[config.mk]
export PLATFORM = sky130hd
export DESIGN_NAME = ramped_exponential_smoother
export DESIGN_NICKNAME = d
export VERILOG_FILES = /design/src/hw/rtl/resm_pkg.sv /design/src/hw/rtl/resm_update.sv /design/src/hw/rtl/resm_output.sv /design/src/hw/rtl/ramped_exponential_smoother.sv
export SDC_FILE = /design/constraint.sdc
export NUM_CORES = 1
export LEC_CHECK = 0
export BUFFER_PORTS_ARGS = -buffer_cell sky130_fd_sc_hd__buf_2
export CORE_UTILIZATION = 40
export CTS_CLUSTER_SIZE = 28
export DETAILED_ROUTE_END_ITERATION = 7
export SLEW_MARGIN = 10
export SYNTH_ARGS = -nofsm -noshare
export SYNTH_HDL_FRONTEND = slang
export SYNTH_SLANG_ARGS = --single-unit
[constraint.sdc]
create_clock -name clk -period 15.3 [get_ports clk]
set_clock_uncertainty 0.1 [all_clocks]
set_input_delay 1.53 -clock clk [delete_from_list [all_inputs] [get_ports clk]]
set_output_delay 1.53 -clock clk [all_outputs]
set_load 0.1 [all_outputs]
[src/hw/rtl/resm_pkg.sv]
package resm_pkg;

  localparam int SAMPLE_BITS_DEF   = 16;
  localparam int FRACTION_BITS_DEF = 16;

  // Gain is Q1.16, so unity needs one bit above the fraction.
  localparam int GAIN_BITS  = 16;
  localparam int GAIN_W     = GAIN_BITS + 1;
  localparam int LEVEL_BITS = 4;

  localparam logic [LEVEL_BITS-1:0] MAX_SMOOTHNESS   = LEVEL_BITS'(12);
  localparam logic [LEVEL_BITS-1:0] SMOOTHNESS_RESET = LEVEL_BITS'(4);

  typedef logic [GAIN_W-1:0] gain_t;

  typedef struct packed {
    logic [LEVEL_BITS-1:0] level;
    logic [LEVEL_BITS-1:0] smooth;
  } resm_status_t;

  // 2^(-level/2) in Q1.16, rounded to nearest.
  function automatic gain_t gain_lookup(input logic [LEVEL_BITS-1:0] level);
    gain_t g;
    unique case (level)
      4'd0:    g = 17'd65536;
      4'd1:    g = 17'd46341;
      4'd2:    g = 17'd32768;
      4'd3:    g = 17'd23170;
      4'd4:    g = 17'd16384;
      4'd5:    g = 17'd11585;
      4'd6:    g = 17'd8192;
      4'd7:    g = 17'd5793;
      4'd8:    g = 17'd4096;
      4'd9:    g = 17'd2896;
      4'd10:   g = 17'd2048;
      4'd11:   g = 17'd1448;
      default: g = 17'd1024;
    endcase
    return g;
  endfunction

endpackage

[src/hw/rtl/resm_update.sv]
module resm_update #(
  parameter int SAMPLE_BITS   = resm_pkg::SAMPLE_BITS_DEF,
  parameter int FRACTION_BITS = resm_pkg::FRACTION_BITS_DEF
) (
  input  logic                                     clk,
  input  logic                                     rst_n,
  input  logic                                     cfg_wr_en,
  input  logic [resm_pkg::LEVEL_BITS-1:0]          cfg_wr_data,
  input  logic                                     in_valid,
  output logic                                     in_stall,
  input  logic [SAMPLE_BITS-1:0]                   in_sample,
  output logic                                     avg_valid,
  input  logic                                     avg_ready,
  output logic [SAMPLE_BITS+FRACTION_BITS:0]       avg_value,
  output resm_pkg::resm_status_t                   status
);

  localparam int AW = SAMPLE_BITS + FRACTION_BITS + 1;
  localparam int DW = AW + 1;
  localparam int PW = DW + resm_pkg::GAIN_W + 1;
  localparam int LB = resm_pkg::LEVEL_BITS;

  logic [SAMPLE_BITS-1:0] x_r;
  logic                   xv_r, xv_nxt;
  logic                   av_r, av_nxt;
  logic [AW-1:0]          avg_r, avg_nxt;
  logic [LB-1:0]          smooth_r, smooth_nxt;
  logic [LB-1:0]          level_r, level_nxt;

  logic                   in_take;
  logic                   move;
  logic                   stage2_free;
  logic [LB-1:0]          cfg_sat;
  logic [LB-1:0]          level_use;
  resm_pkg::gain_t        gain;

  logic signed [DW-1:0]   x_scaled;
  logic signed [DW-1:0]   diff;
  logic signed [resm_pkg::GAIN_W:0] gain_s;
  logic signed [PW-1:0]   prod;
  logic signed [PW-1:0]   prod_rnd;
  logic signed [PW-1:0]   inc_full;
  logic signed [AW+1:0]   sum;
  logic [2:0]             sum_top;

  assign stage2_free = !av_r || avg_ready;
  assign move        = xv_r && stage2_free;
  assign in_stall    = xv_r && !stage2_free;
  assign in_take     = in_valid && !in_stall;

  assign level_use = (level_r < smooth_r) ? level_r : smooth_r;
  assign gain      = resm_pkg::gain_lookup(level_use);
  assign gain_s    = {1'b0, gain};

  assign x_scaled = {{(DW-SAMPLE_BITS-FRACTION_BITS){x_r[SAMPLE_BITS-1]}}, x_r,
                     {FRACTION_BITS{1'b0}}};
  assign diff     = x_scaled - {avg_r[AW-1], avg_r};
  assign prod     = diff * gain_s;
  assign prod_rnd = prod + (PW'(1) << (resm_pkg::GAIN_BITS - 1));
  assign inc_full = prod_rnd >>> resm_pkg::GAIN_BITS;
  assign sum      = {{2{avg_r[AW-1]}}, avg_r} + inc_full[AW+1:0];
  assign sum_top  = sum[AW+1:AW-1];

  assign cfg_sat = (cfg_wr_data > resm_pkg::MAX_SMOOTHNESS) ?
                   resm_pkg::MAX_SMOOTHNESS : cfg_wr_data;

  always_comb begin
    xv_nxt     = xv_r;
    av_nxt     = av_r;
    avg_nxt    = avg_r;
    smooth_nxt = smooth_r;
    level_nxt  = level_r;

    if (in_take) begin
      xv_nxt = 1'b1;
    end else if (move) begin
      xv_nxt = 1'b0;
    end

    if (move) begin
      av_nxt = 1'b1;
    end else if (avg_ready) begin
      av_nxt = 1'b0;
    end

    if (move) begin
      // The sum cannot really leave the average's range, but it is clamped all the same.
      if (sum_top == 3'b000 || sum_top == 3'b111) begin
        avg_nxt = sum[AW-1:0];
      end else if (sum[AW+1]) begin
        avg_nxt = {1'b1, {(AW-1){1'b0}}};
      end else begin
        avg_nxt = {1'b0, {(AW-1){1'b1}}};
      end
      if (level_r < smooth_r) begin
        level_nxt = level_r + LB'(1);
      end
    end

    if (cfg_wr_en) begin
      smooth_nxt = cfg_sat;
      if (level_r > cfg_sat) begin
        level_nxt = cfg_sat;
      end
    end
  end

  always_ff @(posedge clk) begin
    if (!rst_n) begin
      xv_r     <= 1'b0;
      av_r     <= 1'b0;
      avg_r    <= '0;
      smooth_r <= resm_pkg::SMOOTHNESS_RESET;
      level_r  <= '0;
    end else begin
      xv_r     <= xv_nxt;
      av_r     <= av_nxt;
      avg_r    <= avg_nxt;
      smooth_r <= smooth_nxt;
      level_r  <= level_nxt;
    end
  end

  always_ff @(posedge clk) begin
    if (in_take) begin
      x_r <= in_sample;
    end
  end

  assign avg_valid     = av_r;
  assign avg_value     = avg_r;
  assign status.level  = level_r;
  assign status.smooth = smooth_r;

endmodule

[src/hw/rtl/resm_output.sv]
module resm_output #(
  parameter int SAMPLE_BITS   = resm_pkg::SAMPLE_BITS_DEF,
  parameter int FRACTION_BITS = resm_pkg::FRACTION_BITS_DEF
) (
  input  logic                               clk,
  input  logic                               rst_n,
  input  logic                               avg_valid,
  output logic                               avg_ready,
  input  logic [SAMPLE_BITS+FRACTION_BITS:0] avg_value,
  output logic                               out_valid,
  input  logic                               out_stall,
  output logic [SAMPLE_BITS-1:0]             out_smoothed
);

  localparam int AW = SAMPLE_BITS + FRACTION_BITS + 1;

  logic                   ov_r, ov_nxt;
  logic [SAMPLE_BITS-1:0] res_r;
  logic [SAMPLE_BITS-1:0] res_nxt;
  logic                   take;
  logic [AW:0]            rounded;
  logic [SAMPLE_BITS+1:0] whole;
  logic [2:0]             whole_top;

  assign avg_ready = !ov_r || !out_stall;
  assign take      = avg_valid && avg_ready;

  // Round half up, then keep the integer part.
  assign rounded   = {avg_value[AW-1], avg_value} + ((AW+1)'(1) << (FRACTION_BITS - 1));
  assign whole     = rounded[AW:FRACTION_BITS];
  assign whole_top = whole[SAMPLE_BITS+1:SAMPLE_BITS-1];

  always_comb begin
    if (whole_top == 3'b000 || whole_top == 3'b111) begin
      res_nxt = whole[SAMPLE_BITS-1:0];
    end else if (whole[SAMPLE_BITS+1]) begin
      res_nxt = {1'b1, {(SAMPLE_BITS-1){1'b0}}};
    end else begin
      res_nxt = {1'b0, {(SAMPLE_BITS-1){1'b1}}};
    end

    if (take) begin
      ov_nxt = 1'b1;
    end else if (!out_stall) begin
      ov_nxt = 1'b0;
    end else begin
      ov_nxt = ov_r;
    end
  end

  always_ff @(posedge clk) begin
    if (!rst_n) begin
      ov_r <= 1'b0;
    end else begin
      ov_r <= ov_nxt;
    end
  end

  always_ff @(posedge clk) begin
    if (take) begin
      res_r <= res_nxt;
    end
  end

  assign out_valid    = ov_r;
  assign out_smoothed = res_r;

endmodule

[src/hw/rtl/ramped_exponential_smoother.sv]
// Exponential smoother with a warm-up ramp: each sample moves a Q17.16 running
// average by 2^(-level/2) of the distance to it, where the level climbs by one per
// sample from zero after reset up to the smoothness register (0 to 12, values above
// are taken as 12), and each result is the average rounded and saturated to the
// sample width. One sample is taken every clock cycle unless the output stalls; each
// result passes through an input register, the average register (whose combinational
// multiply and add feedback sets that rate) and the output register. Smoothness may
// only be written while no sample is in flight.
module ramped_exponential_smoother #(
  parameter int SAMPLE_BITS   = resm_pkg::SAMPLE_BITS_DEF,
  parameter int FRACTION_BITS = resm_pkg::FRACTION_BITS_DEF
) (
  input  logic                              clk,
  input  logic                              rst_n,
  input  logic                              cfg_wr_en,
  input  logic [resm_pkg::LEVEL_BITS-1:0]   cfg_wr_data,
  input  logic                              in_valid,
  output logic                              in_stall,
  input  logic [SAMPLE_BITS-1:0]            in_sample,
  output logic                              out_valid,
  input  logic                              out_stall,
  output logic [SAMPLE_BITS-1:0]            out_smoothed
);

  logic                               avg_valid;
  logic                               avg_ready;
  logic [SAMPLE_BITS+FRACTION_BITS:0] avg_value;
  resm_pkg::resm_status_t             status;

  resm_update #(
    .SAMPLE_BITS  (SAMPLE_BITS),
    .FRACTION_BITS(FRACTION_BITS)
  ) u_update (
    .clk        (clk),
    .rst_n      (rst_n),
    .cfg_wr_en  (cfg_wr_en),
    .cfg_wr_data(cfg_wr_data),
    .in_valid   (in_valid),
    .in_stall   (in_stall),
    .in_sample  (in_sample),
    .avg_valid  (avg_valid),
    .avg_ready  (avg_ready),
    .avg_value  (avg_value),
    .status     (status)
  );

  resm_output #(
    .SAMPLE_BITS  (SAMPLE_BITS),
    .FRACTION_BITS(FRACTION_BITS)
  ) u_output (
    .clk         (clk),
    .rst_n       (rst_n),
    .avg_valid   (avg_valid),
    .avg_ready   (avg_ready),
    .avg_value   (avg_value),
    .out_valid   (out_valid),
    .out_stall   (out_stall),
    .out_smoothed(out_smoothed)
  );

`ifndef SYNTHESIS
  a_level_bounded: assert property (@(posedge clk) disable iff (!rst_n)
    status.level <= status.smooth)
    else $error("ramp level above smoothness");

  a_smooth_bounded: assert property (@(posedge clk) disable iff (!rst_n)
    status.smooth <= resm_pkg::MAX_SMOOTHNESS)
    else $error("smoothness above its maximum");

  a_avg_hold: assert property (@(posedge clk) disable iff (!rst_n)
    avg_valid && !avg_ready |=> avg_valid && $stable(avg_value))
    else $error("average lost or changed while held");

  a_out_after_reset: assert property (@(posedge clk)
    !rst_n |=> !out_valid)
    else $error("result valid straight after reset");
`endif

endmodule

==> impl_metrics.yaml <==
cells_and_area:
  fin_nets: 3713
  area_delta_synth_final_pct: 5.57
  antenna_cells: 0
  drive_gt1_frac: 0.0489
  final_core_util: 0.430
  fillers: 6351
synth:
  synth_area_leaders: "fa_1 42%, ha_1 11%, inv_1 9.3%"
  synthCells: 2941
  synth_common_cells: "642 x inv_1, 546 x fa_1, 429 x nor2_1, 254 x nand2_1, 220 x ha_1"
  seq_area_frac_synth: 0.0713
  syn_avg_cell_area_um2: 8.78
  synth.distinct_cells: 81
  yosys_warnings: 0
  syn-cell-area_um2: 25800
  synth_top_area_frac: 0.423
  yosysTopAreaCell: "fa_1"
  synth-seq-cells: 76
  synth_edf_count: 32
  ys.flop_type: "dfxtp_1"
  syn_nets: 3732
  synth_most_common_cell: "inv_1"
  synthArstFlopShare: 0
floorplanning:
  die_area_um2: 65600
  core_um2: 63400
  die_y_um: 256
  rows: 92
  start_util: 0.407
  die_x_um: 256
  boundaryPins: 43
sta:
  max_freq_mhz: 73.8
  finalSetupViolations: 0
  whs_ps: 369
  fin_setup_tns_ps: 0
  finalWorstSetupSlack_ps: 1750
  drv_slew: 0
  worst_slew_pin_slew_ps: 1280
  finalCritPeriodShare: 0.886
  rsz0062_at_grt: "false"
  maxSlewHeadroom: 0.147
  period_needed_ps: 13550
  finalHoldViolCount: 0
clock_network:
  numCtsBuffers: 9
  path_clk_slew_ps: 60
  postCtsHoldBufs: 0
  cts_setup_buffers: 0
  cts_num_sinks: 76
  clk_latency_ps: 360
  cts_buffer_depth: 2
  tritoncts: "done"
  cts_root_buf: "clkbuf_16"
  ctsHtreeMaxLevel: 3
  cts_resized: 0
min_path:
  hold_class: "flip-flop to flip-flop"
global_route:
  grt_max_degree: 40
  overflow: 0
  antenna_found_initial: 1
  grt_pass1_vias: 20287
  grt_first_pass_wirelength_um: 114000
  track_usage: 0.224
critical_path:
  critical_path_class: "flip-flop to flip-flop"
  cp.required_ps: 15500
  max_stage_delay_ps: 850
  cpMostUsedCell: "fa_1"
  crit_fanout: 34
  worst_ep_arrival_time_ps: 13750
  slowest_stage: "a22oi_4"
  critPathLaunchType: "flip-flop"
  end_kind: "flip-flop"
  rrSetupSlack_ps: 1750
place:
  port_buffers: 42
  gp_congestion: 0.936
  dpl_worst_slack_ps: 1900
  detailed_place_hpwl_um: 59900
routing:
  drc_errors: 0
  drt-pass1-iter-count: 6
  avgViaCountPerCell: 5.14
  ant_nets: 0
  drt_iter0_markers: 1409
  avgRoutedWirePerCell_um: 18.9
  wl_um: 71200
  num_vias: 19403
status:
  status: "finished clean"
flow_run:
  cap_violations: 0
## kinds of logic (layout without fill, tap and decap cells)
kind of cell,Yosys count,in the layout,synth area share
and+or+nand+nor,841,841,0.137
adders and majority gates,766,766,0.530
buffers and inverters,763,749,0.115
AOI/OAI and AO/OA,335,335,0.0898
xor gates and xnor gates,153,153,0.0534
DFF,76,76,0.0713
muxes,7,7,0.00276
## state kept, by name, summed over array words and instances (netlist names)
| signal | cells |
|---|---|
| u_update.xv_r | 1 |
| u_update.avg_valid | 1 |
| u_update.avg_value | 33 |
| u_update.x_r | 16 |
| u_update.level_r | 4 |
| u_output.out_valid | 1 |
| u_update.smooth_r | 4 |
| u_output.out_smoothed | 16 |
## per-stage QoR
stage | cell area (um^2) | std cells
3_5_place_dp | 26900 | 3757
4_1_cts | 27200 | 3773
2_1_floorplan | 25800 | 2941
5_1_grt | 27300 | 3773
3_3_place_gp | 26900 | 3757
6_report | 27300 | 3773
## cell usage in the layout, fill, tap and decap left out, types with 12 or more instances in the layout
cell | netlist | final
nand3_1 | 33 | 33
xnor2_1 | 94 | 94
nand2b_1 | 19 | 19
nor2b_1 | 19 | 19
nand2_1 | 254 | 254
ha_1 | 220 | 220
nor3_1 | 12 | 12
buf_2 | 4 | 42
nor2_1 | 429 | 426
nand4_1 | 16 | 16
o21ai_0 | 55 | 55
xor2_1 | 57 | 57
buf_4 | 4 | 49
a211oi_1 | 12 | 12
a21oi_1 | 117 | 117
dfxtp_1 | 44 | 44
inv_1 | 642 | 642
a21o_1 | 35 | 35
and2_1 | 15 | 15
edfxtp_1 | 32 | 32
fa_1 | 546 | 546
o221a_1 | 31 | 31
## layout make-up
class                      count  area (um^2)  share of cell area
multi-input combinational   2102        21000               0.772
inverter                     642         2410              0.0884
sequential                    76         1840              0.0676
tap                          846         1060              0.0388
timing repair buffer          91          578              0.0212
clock buffer                  11          264             0.00969
clock inverter                 5         62.6             0.00230
## path summary, 6_finish.rpt
path	from	to	cells past startpoint
setup / recovery	u_update.level_r[2]	u_update.avg_value[31]	47
hold / removal	u_update.xv_r	u_update.avg_valid	2
setup reg to reg	u_update.level_r[2]	u_update.avg_value[31]	47
hold reg to reg	u_update.xv_r	u_update.avg_valid	2
## metal layers
metal,GRT usage,wire (um)
met4,0.0828,2860
met2,0.382,34700
met3,0.0276,4070
met5,0,0
met1,0.291,29600
## worst max-delay path, delay by kind of cell (launching register included)
kind	cells	cell delay [ps]
compound gates	19	5580
simple gates	10	1900
fa+ha+maj	10	4240
flops	1	450
xor+xnor	2	480
buf+inv	6	740
Power is left out: the tool's default activity adds up to more than one toggle a clock period on the data nets, which glitch-free logic cannot reach.
